### config.mk
export PLATFORM = sky130hd
export DESIGN_NAME = module_response_line_tracker_core_flat
export DESIGN_NICKNAME = d
export VERILOG_FILES = /design/src/rtl/mrlt_pkg.sv /design/src/rtl/mrlt_chan_if.sv /design/src/rtl/mrlt_line.sv /design/src/rtl/mrlt_stat.sv /design/src/rtl/module_response_line_tracker_core.sv /design/src/flat_wrapper.sv
export VERILOG_INCLUDE_DIRS = /design/src /design/src/rtl
export SDC_FILE = /design/constraint.sdc
export NUM_CORES = 1
export LEC_CHECK = 0
export BUFFER_PORTS_ARGS = -buffer_cell sky130_fd_sc_hd__buf_4
export CAP_MARGIN = 15
export CORE_MARGIN = 1.5
export CORE_UTILIZATION = 55
export CTS_CLUSTER_DIAMETER = 100
export DETAILED_ROUTE_END_ITERATION = 16
export HOLD_SLACK_MARGIN = 0.03
export PLACE_DENSITY_LB_ADDON = 0.25
export SETUP_SLACK_MARGIN = 0.5
export SYNTH_ARGS = -nofsm -noshare
export SYNTH_HDL_FRONTEND = slang
export SYNTH_HIERARCHICAL = 1
export SYNTH_SLANG_ARGS = --single-unit
export TNS_END_PERCENT = 5
### constraint.sdc
create_clock -name clk -period 4.8 [get_ports clk]
set_input_delay 0.24 -clock clk [delete_from_list [all_inputs] [get_ports clk]]
set_output_delay 0.24 -clock clk [all_outputs]
set_load 0.005 [all_outputs]
### src/rtl/module_response_line_tracker_core_assert.svh
// Assertion helpers for the response line tracker.
// Both expect clk and rst_n in scope.
`ifndef MODULE_RESPONSE_LINE_TRACKER_CORE_ASSERT_SVH
`define MODULE_RESPONSE_LINE_TRACKER_CORE_ASSERT_SVH

// Same-cycle implication
`define MRLT_ASSERT_IMP(lbl, ante, cons) \
  lbl: assert property (@(posedge clk) disable iff (!rst_n) (ante) |-> (cons)) \
    else $error("%m: check failed");

// Next-cycle implication
`define MRLT_ASSERT_NXT(lbl, ante, cons) \
  lbl: assert property (@(posedge clk) disable iff (!rst_n) (ante) |=> (cons)) \
    else $error("%m: check failed");

`endif

### src/rtl/mrlt_pkg.sv
package mrlt_pkg;

  localparam int LINE_MAX  = 48;
  localparam int LEN_W     = 6;
  localparam int CHAR_W    = 8;
  localparam int TIMEOUT_W = 20;
  localparam int CONN_W    = 8;

  localparam logic [TIMEOUT_W-1:0] ELAPSED_MAX = {TIMEOUT_W{1'b1}};
  localparam logic [TIMEOUT_W-1:0] TIMEOUT_RST = 20'd30000;
  localparam logic [CONN_W-1:0]    CONN_MAX    = 8'hFF;
  localparam logic [LEN_W-1:0]     LEN_LIMIT   = LEN_W'(LINE_MAX);
  localparam logic [LEN_W-1:0]     CODE_LEN    = 6'd3;

  // Characters of interest
  localparam logic [CHAR_W-1:0] CH_A  = 8'd65;
  localparam logic [CHAR_W-1:0] CH_Z  = 8'd90;
  localparam logic [CHAR_W-1:0] CH_LF = 8'h0A;
  localparam logic [CHAR_W-1:0] CH_CR = 8'h0D;
  localparam logic [CHAR_W-1:0] CH_O  = 8'h4F;
  localparam logic [CHAR_W-1:0] CH_N  = 8'h4E;
  localparam logic [CHAR_W-1:0] CH_K  = 8'h4B;
  localparam logic [CHAR_W-1:0] CH_I  = 8'h49;
  localparam logic [CHAR_W-1:0] CH_M  = 8'h4D;
  localparam logic [CHAR_W-1:0] CH_B  = 8'h42;

  typedef enum logic [1:0] {
    OP_BYTE    = 2'd0,
    OP_TICK    = 2'd1,
    OP_RESTART = 2'd2,
    OP_NONE    = 2'd3
  } op_t;

  typedef enum logic [2:0] {
    EV_ACK     = 3'd0,
    EV_CONN    = 3'd1,
    EV_DISC    = 3'd2,
    EV_PLAY    = 3'd3,
    EV_STOP    = 3'd4,
    EV_UNKNOWN = 3'd5,
    EV_PAIR    = 3'd6
  } ev_kind_t;

  typedef struct packed {
    op_t               opcode;
    logic [CHAR_W-1:0] rx_byte;
    logic              stop_bit;
  } item_t;

  // Line completion from the assembler to the status logic
  typedef struct packed {
    logic     done;
    ev_kind_t kind;
  } line_evt_t;

  typedef struct packed {
    logic              valid;
    ev_kind_t          kind;
    logic              ok;
    logic [CONN_W-1:0] conn;
    logic              play;
    logic              pair;
  } result_t;

endpackage

### src/rtl/mrlt_chan_if.sv
// Request channels of the tracker

interface mrlt_in_if;
  import mrlt_pkg::*;
  logic              valid;
  logic              ready;
  logic [1:0]        opcode;
  logic [CHAR_W-1:0] rx_byte;
  logic              stop_bit;
  modport source (output valid, opcode, rx_byte, stop_bit, input ready);
  modport sink   (input valid, opcode, rx_byte, stop_bit, output ready);
endinterface

interface mrlt_out_if;
  import mrlt_pkg::*;
  logic              valid;
  logic              ready;
  logic [2:0]        event_kind;
  logic              ok_seen;
  logic [CONN_W-1:0] connection_count;
  logic              playback_active;
  logic              pairing_active;
  modport source (output valid, event_kind, ok_seen, connection_count,
                  playback_active, pairing_active, input ready);
  modport sink   (input valid, event_kind, ok_seen, connection_count,
                  playback_active, pairing_active, output ready);
endinterface

interface mrlt_cfg_if;
  import mrlt_pkg::*;
  logic                 valid;
  logic                 ready;
  logic [TIMEOUT_W-1:0] autopair_timeout_ms;
  modport source (output valid, autopair_timeout_ms, input ready);
  modport sink   (input valid, autopair_timeout_ms, output ready);
endinterface

### src/rtl/mrlt_line.sv
module mrlt_line
  import mrlt_pkg::*;
(
  input  logic      clk,
  input  logic      rst_n,
  input  logic      item_valid,
  input  item_t     item,
  input  logic      step,
  output line_evt_t evt
);

  logic [LEN_W-1:0]  len_r, len_nxt;
  logic [CHAR_W-1:0] first_r, first_nxt;
  logic [CHAR_W-1:0] second_r, second_nxt;
  logic              cr_r, cr_nxt;
  logic              await_r, await_nxt;

  logic is_upper, start_bad, take, ends, is_code;

  assign is_upper  = (item.rx_byte >= CH_A) && (item.rx_byte <= CH_Z);
  assign start_bad = (await_r || (len_r == '0)) && !is_upper;
  assign take      = item_valid && (item.opcode == OP_BYTE) && item.stop_bit
                     && !start_bad && (len_r < LEN_LIMIT);
  assign ends      = take && (item.rx_byte == CH_LF) && cr_r && (len_r != '0);
  // two-letter code plus the CR
  assign is_code   = (len_r == CODE_LEN);

  // Classify the line that the LF closes
  always_comb begin
    evt.done = ends;
    evt.kind = EV_UNKNOWN;
    if (is_code) begin
      if (first_r == CH_O && (second_r == CH_N || second_r == CH_K)) begin
        evt.kind = EV_ACK;
      end else if (first_r == CH_I && second_r == CH_I) begin
        evt.kind = EV_CONN;
      end else if (first_r == CH_I && second_r == CH_A) begin
        evt.kind = EV_DISC;
      end else if (first_r == CH_M && second_r == CH_B) begin
        evt.kind = EV_PLAY;
      end else if (first_r == CH_M && second_r == CH_A) begin
        evt.kind = EV_STOP;
      end
    end
  end

  // Line assembly
  always_comb begin
    len_nxt    = len_r;
    first_nxt  = first_r;
    second_nxt = second_r;
    cr_nxt     = cr_r;
    await_nxt  = await_r;
    if (take) begin
      if (ends) begin
        len_nxt   = '0;
        cr_nxt    = 1'b0;
        await_nxt = 1'b1;
      end else begin
        await_nxt = 1'b0;
        if (len_r == '0) begin
          first_nxt = item.rx_byte;
        end else if (len_r == LEN_W'(1)) begin
          second_nxt = item.rx_byte;
        end
        cr_nxt  = (item.rx_byte == CH_CR);
        len_nxt = len_r + LEN_W'(1);
      end
    end
  end

  always_ff @(posedge clk) begin
    if (!rst_n) begin
      len_r    <= '0;
      first_r  <= '0;
      second_r <= '0;
      cr_r     <= 1'b0;
      await_r  <= 1'b0;
    end else if (step) begin
      len_r    <= len_nxt;
      first_r  <= first_nxt;
      second_r <= second_nxt;
      cr_r     <= cr_nxt;
      await_r  <= await_nxt;
    end
  end

endmodule

### src/rtl/mrlt_stat.sv
`include "module_response_line_tracker_core_assert.svh"

module mrlt_stat
  import mrlt_pkg::*;
(
  input  logic                 clk,
  input  logic                 rst_n,
  input  logic                 item_valid,
  input  item_t                item,
  input  line_evt_t            evt,
  input  logic                 step,
  input  logic                 cfg_we,
  input  logic [TIMEOUT_W-1:0] cfg_data,
  output result_t              res
);

  logic [TIMEOUT_W-1:0] timeout_r;
  logic [CONN_W-1:0]    conn_r, conn_nxt, conn_dec;
  logic                 play_r, play_nxt;
  logic                 pair_r, pair_nxt;
  logic [TIMEOUT_W-1:0] elapsed_r, elapsed_nxt;
  logic                 res_valid;
  ev_kind_t             res_kind;

  assign conn_dec = conn_r - CONN_W'(1);

  // Status update for the pending request
  always_comb begin
    conn_nxt    = conn_r;
    play_nxt    = play_r;
    pair_nxt    = pair_r;
    elapsed_nxt = elapsed_r;
    res_valid   = 1'b0;
    res_kind    = evt.kind;
    unique case (item.opcode)
      OP_BYTE: begin
        if (evt.done) begin
          res_valid = 1'b1;
          unique case (evt.kind)
            EV_CONN: begin
              if (conn_r != CONN_MAX) conn_nxt = conn_r + CONN_W'(1);
              pair_nxt = 1'b1;
            end
            EV_DISC: begin
              // a count of one never survives a disconnect
              if (conn_r != '0) conn_nxt = (conn_dec == CONN_W'(1)) ? '0 : conn_dec;
            end
            EV_PLAY: play_nxt = 1'b1;
            EV_STOP: play_nxt = 1'b0;
            default: ;
          endcase
        end
      end
      OP_TICK: begin
        if (elapsed_r != ELAPSED_MAX) elapsed_nxt = elapsed_r + TIMEOUT_W'(1);
        if (!pair_r && (elapsed_nxt > timeout_r)) begin
          pair_nxt  = 1'b1;
          res_valid = 1'b1;
          res_kind  = EV_PAIR;
        end
      end
      OP_RESTART: begin
        conn_nxt    = '0;
        play_nxt    = 1'b0;
        pair_nxt    = 1'b0;
        elapsed_nxt = '0;
      end
      OP_NONE: ;
      default: ;
    endcase
  end

  assign res.valid = item_valid && res_valid;
  assign res.kind  = res_kind;
  assign res.ok    = (res_kind == EV_ACK);
  assign res.conn  = conn_nxt;
  assign res.play  = play_nxt;
  assign res.pair  = pair_nxt;

  always_ff @(posedge clk) begin
    if (!rst_n) begin
      timeout_r <= TIMEOUT_RST;
    end else if (cfg_we) begin
      timeout_r <= cfg_data;
    end
  end

  always_ff @(posedge clk) begin
    if (!rst_n) begin
      conn_r    <= '0;
      play_r    <= 1'b0;
      pair_r    <= 1'b1;
      elapsed_r <= '0;
    end else if (step) begin
      conn_r    <= conn_nxt;
      play_r    <= play_nxt;
      pair_r    <= pair_nxt;
      elapsed_r <= elapsed_nxt;
    end
  end

  `MRLT_ASSERT_NXT(a_pair_after_req, step && res.valid && res.kind == EV_PAIR, pair_r)
  `MRLT_ASSERT_NXT(a_disc_not_one, step && res.valid && res.kind == EV_DISC,
                   conn_r != CONN_W'(1))
  `MRLT_ASSERT_NXT(a_restart_clear, step && item.opcode == OP_RESTART,
                   conn_r == '0 && !pair_r && !play_r && elapsed_r == '0)
  `MRLT_ASSERT_IMP(a_ok_only_ack, res.valid && res.ok, res.kind == EV_ACK)

endmodule

### src/rtl/module_response_line_tracker_core.sv
// A request is taken into the input register and its result is registered for the outputs.
// Throughput: one request per cycle; the input stalls only while a result waits
// and the request held in the input register also produces one.
// Reset: rst_n is synchronous, active low; clears the line state, counters and
// flags (pairing flag set) and loads the timeout with 30000 ms.
module module_response_line_tracker_core
  import mrlt_pkg::*;
(
  input  logic        clk,
  input  logic        rst_n,
  mrlt_in_if.sink     in_if,
  mrlt_out_if.source  out_if,
  mrlt_cfg_if.sink    cfg_if
);

  logic      s1_valid_r, s1_valid_nxt;
  item_t     s1_item_r;
  logic      out_valid_r, out_valid_nxt;
  result_t   out_r;
  line_evt_t evt;
  result_t   res;
  logic      in_take, go;

  // Request advances when its result, if any, has room
  assign go           = s1_valid_r && (!res.valid || !out_valid_r || out_if.ready);
  assign in_if.ready  = !s1_valid_r || go;
  assign in_take      = in_if.valid && in_if.ready;
  assign cfg_if.ready = 1'b1;

  mrlt_line u_line (
    .clk        (clk),
    .rst_n      (rst_n),
    .item_valid (s1_valid_r),
    .item       (s1_item_r),
    .step       (go),
    .evt        (evt)
  );

  mrlt_stat u_stat (
    .clk        (clk),
    .rst_n      (rst_n),
    .item_valid (s1_valid_r),
    .item       (s1_item_r),
    .evt        (evt),
    .step       (go),
    .cfg_we     (cfg_if.valid),
    .cfg_data   (cfg_if.autopair_timeout_ms),
    .res        (res)
  );

  // Input register
  always_comb begin
    s1_valid_nxt = s1_valid_r;
    if (in_take) begin
      s1_valid_nxt = 1'b1;
    end else if (go) begin
      s1_valid_nxt = 1'b0;
    end
  end

  always_ff @(posedge clk) begin
    if (!rst_n) begin
      s1_valid_r <= 1'b0;
    end else begin
      s1_valid_r <= s1_valid_nxt;
    end
  end

  always_ff @(posedge clk) begin
    if (in_take) begin
      s1_item_r.opcode   <= op_t'(in_if.opcode);
      s1_item_r.rx_byte  <= in_if.rx_byte;
      s1_item_r.stop_bit <= in_if.stop_bit;
    end
  end

  // Result register
  always_comb begin
    out_valid_nxt = out_valid_r;
    if (go && res.valid) begin
      out_valid_nxt = 1'b1;
    end else if (out_if.ready) begin
      out_valid_nxt = 1'b0;
    end
  end

  always_ff @(posedge clk) begin
    if (!rst_n) begin
      out_valid_r <= 1'b0;
    end else begin
      out_valid_r <= out_valid_nxt;
    end
  end

  always_ff @(posedge clk) begin
    if (go && res.valid) begin
      out_r <= res;
    end
  end

  assign out_if.valid            = out_valid_r;
  assign out_if.event_kind       = out_r.kind;
  assign out_if.ok_seen          = out_r.ok;
  assign out_if.connection_count = out_r.conn;
  assign out_if.playback_active  = out_r.play;
  assign out_if.pairing_active   = out_r.pair;

endmodule

### src/flat_wrapper.sv
// flat-port wrapper written by rule: the top's interface ports become plain ports
module module_response_line_tracker_core_flat import mrlt_pkg::*;
  (clk, rst_n, in_if_valid, in_if_opcode, in_if_rx_byte, in_if_stop_bit, in_if_ready, out_if_valid, out_if_event_kind, out_if_ok_seen, out_if_connection_count, out_if_playback_active, out_if_pairing_active, out_if_ready, cfg_if_valid, cfg_if_autopair_timeout_ms, cfg_if_ready);
  mrlt_in_if in_if_i ();
  mrlt_out_if out_if_i ();
  mrlt_cfg_if cfg_if_i ();
  input  logic clk;
  input  logic rst_n;
  input wire logic [$bits(in_if_i.valid)-1:0] in_if_valid;
  input wire logic [$bits(in_if_i.opcode)-1:0] in_if_opcode;
  input wire logic [$bits(in_if_i.rx_byte)-1:0] in_if_rx_byte;
  input wire logic [$bits(in_if_i.stop_bit)-1:0] in_if_stop_bit;
  output wire logic [$bits(in_if_i.ready)-1:0] in_if_ready;
  output wire logic [$bits(out_if_i.valid)-1:0] out_if_valid;
  output wire logic [$bits(out_if_i.event_kind)-1:0] out_if_event_kind;
  output wire logic [$bits(out_if_i.ok_seen)-1:0] out_if_ok_seen;
  output wire logic [$bits(out_if_i.connection_count)-1:0] out_if_connection_count;
  output wire logic [$bits(out_if_i.playback_active)-1:0] out_if_playback_active;
  output wire logic [$bits(out_if_i.pairing_active)-1:0] out_if_pairing_active;
  input wire logic [$bits(out_if_i.ready)-1:0] out_if_ready;
  input wire logic [$bits(cfg_if_i.valid)-1:0] cfg_if_valid;
  input wire logic [$bits(cfg_if_i.autopair_timeout_ms)-1:0] cfg_if_autopair_timeout_ms;
  output wire logic [$bits(cfg_if_i.ready)-1:0] cfg_if_ready;
  assign in_if_i.valid = in_if_valid;
  assign in_if_i.opcode = in_if_opcode;
  assign in_if_i.rx_byte = in_if_rx_byte;
  assign in_if_i.stop_bit = in_if_stop_bit;
  assign in_if_ready = in_if_i.ready;
  assign out_if_valid = out_if_i.valid;
  assign out_if_event_kind = out_if_i.event_kind;
  assign out_if_ok_seen = out_if_i.ok_seen;
  assign out_if_connection_count = out_if_i.connection_count;
  assign out_if_playback_active = out_if_i.playback_active;
  assign out_if_pairing_active = out_if_i.pairing_active;
  assign out_if_i.ready = out_if_ready;
  assign cfg_if_i.valid = cfg_if_valid;
  assign cfg_if_i.autopair_timeout_ms = cfg_if_autopair_timeout_ms;
  assign cfg_if_ready = cfg_if_i.ready;
  module_response_line_tracker_core u_core (.clk(clk), .rst_n(rst_n), .in_if(in_if_i), .out_if(out_if_i), .cfg_if(cfg_if_i));
endmodule
Word-level counts from Yosys, hierarchy flattened:

Cells that the tools add are included.

* register bits: 101
* bits of input ports: 36
* output and inout bits: 17
* logic and storage cells: 126

* add/subtract/negate cells: 4
* order comparisons: 4
* equality and inequality tests: 21
* multiplexer cells: 33
* bitwise logic cells: 2
* reduce and logical (&&, ||, !) cells: 42

Operators with widths (number)
* $eq 8x7->1 const B: 8
* $mux 20: 2
* $pmux 20 s2: 1
* $mux 8: 4
* $pmux 8 s2: 2
* $mux 3: 7
* $add 20x1->20 const B: 1
* $gt 20x20->1: 1
* $ne 20x20->1 const B: 1
* $logic_and 1x1->1: 19
* $eq 8x4->1 const B: 2
* $mux 1: 12
* $add 8x1->8 const B: 1
* $eq 8x1->1 const B: 1
* $ge 8x7->1 const B: 1
* $le 8x7->1 const B: 1
* $ne 8x8->1 const B: 1
* $reduce_bool 8->1: 1
* $sub 8x1->8 const B: 1
* $add 6x1->6 const B: 1
* $eq 3x2->1 const B: 2
* $eq 6x1->1 const B: 1
* $eq 6x2->1 const B: 1
* $logic_not 1->1: 6
* other kinds (18): 28

Longest topological paths before layout:

* depth after elaboration: 20
* mapped depth: 23
* mapped depth without buffers: 19

By module:

The synthesis kept the hierarchy.

By module, submodules not included
* mrlt_stat: times used 1, cells each 510, area each 3913.8 um^2, sequential area each 1001.0 um^2
* mrlt_line: times used 1, cells each 153, area each 1330.0 um^2, sequential area each 480.5 um^2
* module_response_line_tracker_core: times used 1, cells each 39, area each 879.6 um^2, sequential area each 790.8 um^2

Least setup slack after synthesis:

No wires, ideal clock.

* path type: reg-to-reg
* start point: reg u_core.u_stat.elapsed_r[0]
* end point: reg u_core.u_stat.elapsed_r[8]
* library setup time: 0.132 ns
* arrival time: 4.480 ns
* required time: 4.668 ns
* slack: 0.188 ns
* stages on the path, launching flop included: 22
* buffers on the path: 3
* clock period less this slack: 4.612 ns
* path through: dfxtp_1 > ha_1 > nand2_1 > nor4_4 > nand2_1 > nor2_1 > mux2_2 > ha_1 > nand4_1 > or3_1 > o211ai_1 > o211ai_1 > a21boi_0 > a21boi_1 > clkbuf_1 > and2_1 > clkbuf_1 > nand2_1 > clkbuf_1 > nor2_1 > a22oi_1 > a21oi_1

RTL lines
* start: declaration: RTL line mrlt_stat.sv:21 `logic [TIMEOUT_W-1:0] elapsed_r, elapsed_nxt;`
* start signal: assignment: RTL line mrlt_stat.sv:98 `elapsed_r <= elapsed_nxt;`

==> results.yml <==
outcome:
  status: "finished, final reports clean"
finish:
  drive_above_1_share_pct: 22.82
  area.sequential_sq_mm: 0.002312
  antenna_cells: 0
  utilization_pct: 67.97
  layout.nets: 843
  multi_input_area_sq_mm: 0.003702
  n_fill_cell: 876
  area_growth_pct: 20.33
min_path:
  hp-start: "cfg_if_autopair_timeout_ms[5]"
  hp-class: "in -> reg"
  whs_path_depth: 3
  holdPathEnd: "u_core/u_stat/timeout_r[5]"
run:
  max_cap_viol_count: 0
clock_network:
  cts_htree_levels: 3
  cts_buffers: 9
  cts_tree: "done"
  root_buffer: "clkbuf_8"
  clk_latency_ns: 0.38
  clock-sinks: 101
  clk_pin_slew_ns: 0.10
  cts_buffer_depth: 2
timing:
  hold_viol: 0
  fin_crit_ns: 4.276
  max_freq_mhz: 233.8
  setup_viol: 0
  rsz0062_at_grt: "true"
  setup_tns_ns: 0
  holdWs_ns: 0.07874
  period_share_pct: 89.09
  drv_slew: 0
  fin_skew_ns: 0.01399
  slew_headroom_pct: 42.15
  fin_ws_ns: 0.5236
  worst_pin_slew_ns: 0.8659
synthesis:
  synth_area_leaders: "dfxtp_1, edfxtp_1, ha_1, mux2i_1, nand2_1"
  syn_area_per_cell_sq_um: 8.723
  synth_nets: 770
  synth_edf_count: 25
  synth_ff_type: "dfxtp_1"
  yosysMostFrequentCell: "dfxtp_1"
  netlist.area_leader.share_pct: 24.85
  synthDistinctLibCells: 82
  postSynthCellCount: 702
  yosysWarnings: 6
  async_flop_share_pct: 0
  netlist_area_sq_mm: 0.006123
  synth_common_cells: "dfxtp_1, nand2_1, nor2_1"
  ys_ff_latch: 101
  yosys.area.top_type: "dfxtp_1"
  seq_area_frac_synth_pct: 37.11
route:
  routedWlPerCell_microns: 16.76
  vias: 5547
  drc: 0
  via_per_inst: 6.029
  drt_iter0_markers: 389
  wl_microns: 15420
  postRouteAntennaNets: 0
  first_pass_iters: 5
global_route:
  grtUsageTotal_pct: 26.84
  antenna_found_initial: 0
  grt_pass1_vias: 5242
  grt_pass1_wl_microns: 24770
  grt_max_degree: 58
  grt_overflow: 0
place:
  pre_cts_ws_ns: 0.008831
  hpwl_microns: 10480
  portBuffers: 51
  gp_congestion: 0.9518
floorplan:
  die_area_sq_mm: 0.01178
  dieWidth_microns: 108.5
  io_pins: 53
  fp.dieH_microns: 108.5
  coreArea_sq_mm: 0.01084
  start_util_pct: 56.49
  num_rows: 38
setup_path:
  cp.required_ns: 5.11
  reg2reg_depth: 17
  reg2reg_from: "u_core/u_stat/elapsed_r[2]"
  cp-start-kind: "flip-flop"
  path_class: "reg -> reg"
  cp.arrival_ns: 4.59
  rr_endpoint: "u_core/u_line/cr_r"
  critPathMaxFanout: 7
  rrSetupSlack_ns: 0.52
  crit_path_end_kind: "flip-flop"
power_and_ir_drop:
  p_leak_nw: 3.009
  power.total_w: 0.001636
  ir_drop_v: 0.0002680
  power_density_mw_per_mm2: 222.1
[cell families (layout without fill, tap and decap cells)]
logic type               after synthesis  in the layout  synth area share, %
AO/OA/AOI/OAI                        179            179                19.74
XOR/XNOR                              18             18                2.575
adder cells (fa/ha/maj)               32             32                6.539
buffers and inverters                 82            160                5.660
flip-flops                           101            101                37.11
multiplexers                          32             32                5.292
other                                  1              1              0.06124
AND/OR/NAND/NOR                      257            257                23.03
[flip-flops by register name, indices dropped and copies added, names as in the netlist, 3 cells and up]
| name | cells |
|---|---|
| u_core/u_line/first_r | 8 |
| u_core/s1_item_r | 11 |
| u_core/u_stat/conn_r | 8 |
| u_core/u_stat/timeout_r | 20 |
| u_core/u_line/second_r | 8 |
| u_core/out_if.event_kind | 3 |
| u_core/out_if.connection_count | 8 |
| u_core/u_line/len_r | 6 |
| u_core/u_stat/elapsed_r | 20 |
[metal layers]
metal | vias to the layer above | global-route usage, % | part of all wire (%)
met3 | 25 | 4.762 | 6.8
met2 | 231 | 43.98 | 47
met1 | 2584 | 35.14 | 44
met4 | 0 | 10.34 | 1.7
li1 | 2707 | - | -
met5 | - | 0 | 0
[worst max path at each step]
stage / startpoint / to / slack [ns]
3_3_place_gp: u_core/u_stat/elapsed_r[6] / u_core/u_line/cr_r / 0.22
2_1_floorplan: u_core/u_stat/elapsed_r[3] / u_core/u_stat/elapsed_r[9] / 0.43
5_1_grt: u_core/u_stat/elapsed_r[13] / u_core/u_line/await_r / 0.28
3_5_place_dp: u_core/u_stat/elapsed_r[0] / u_core/u_line/cr_r / 0.009
4_1_cts: u_core/u_stat/elapsed_r[8] / u_core/u_line/cr_r / 0.45
6_report: u_core/u_stat/elapsed_r[2] / u_core/u_line/cr_r / 0.52
[placed cells by master (no fill, tap or decap), types with 7 or more instances in the layout]
cell type	instances
nor2_1	53
nand4_1	9
inv_1	38
dfxtp_1	60
buf_4	89
o21ai_0	33
dfxtp_2	8
nand2_1	63
xnor2_1	10
clkbuf_8	9
nand3_1	25
mux2i_1	29
or3_1	8
a31oi_1	10
a21oi_1	35
nand2b_1	8
dlygate4sd3_1	11
a21o_1	11
edfxtp_1	25
a22oi_1	7
or4_1	7
dfxtp_4	8
ha_1	31
o211ai_1	15
nor3_1	15
o31ai_1	7
[metrics by stage]
step / instance area, sq um / cells
2_1_floorplan: 6137 / 702
3_3_place_gp: 6623 / 867
3_5_place_dp: 6623 / 867
4_1_cts: 7132 / 906
5_1_grt: 7368 / 920
6_report: 7368 / 920
[area by class of cell]
cell class	count	share of cell area (%)
Tap cell	140	2.377
Inverter	39	1.987
Timing Repair Buffer	105	11.33
Multi-Input combinational cell	519	50.25
Clock buffer	9	1.681
Sequential cell	101	31.38
Clock inverter	7	1.002
[report_power, final]
group | internal, W | switching (W) | total (W)
Sequential | 0.000887 | 0.0000212 | 0.000909
Combinational | 0.0000760 | 0.000102 | 0.000178
Clock | 0.000243 | 0.000307 | 0.000550
Total | 0.00121 | 0.000430 | 0.00164
[worst max-delay path, stage by stage (launching register included)]
cell and delay (ns):
dfxtp_2 0.47, nand3_4 0.12, or3_4 0.40, a311o_1 0.38, xnor2_2 0.15, ha_1 0.29
a21o_1 0.18, a21o_1 0.18, a21oi_2 0.16, o22ai_1 0.12, o211ai_1 0.30, a21boi_2 0.11
a21boi_2 0.18, a21boi_4 0.23, nand2_2 0.07, o31a_1 0.29, or4_1 0.42, a21boi_1 0.14
[what timing repair did]
item / CTS / global route
gates resized for setup: 34 / 34
hold buffers: 11 / 0
hold endpoints to repair: 11 / 0
pin swaps: 11 / 29
endpoints found under the setup margin: 70 / 72
setup buffers: 12 / 14
No activity file was read; power rests on OpenSTA's default activity.
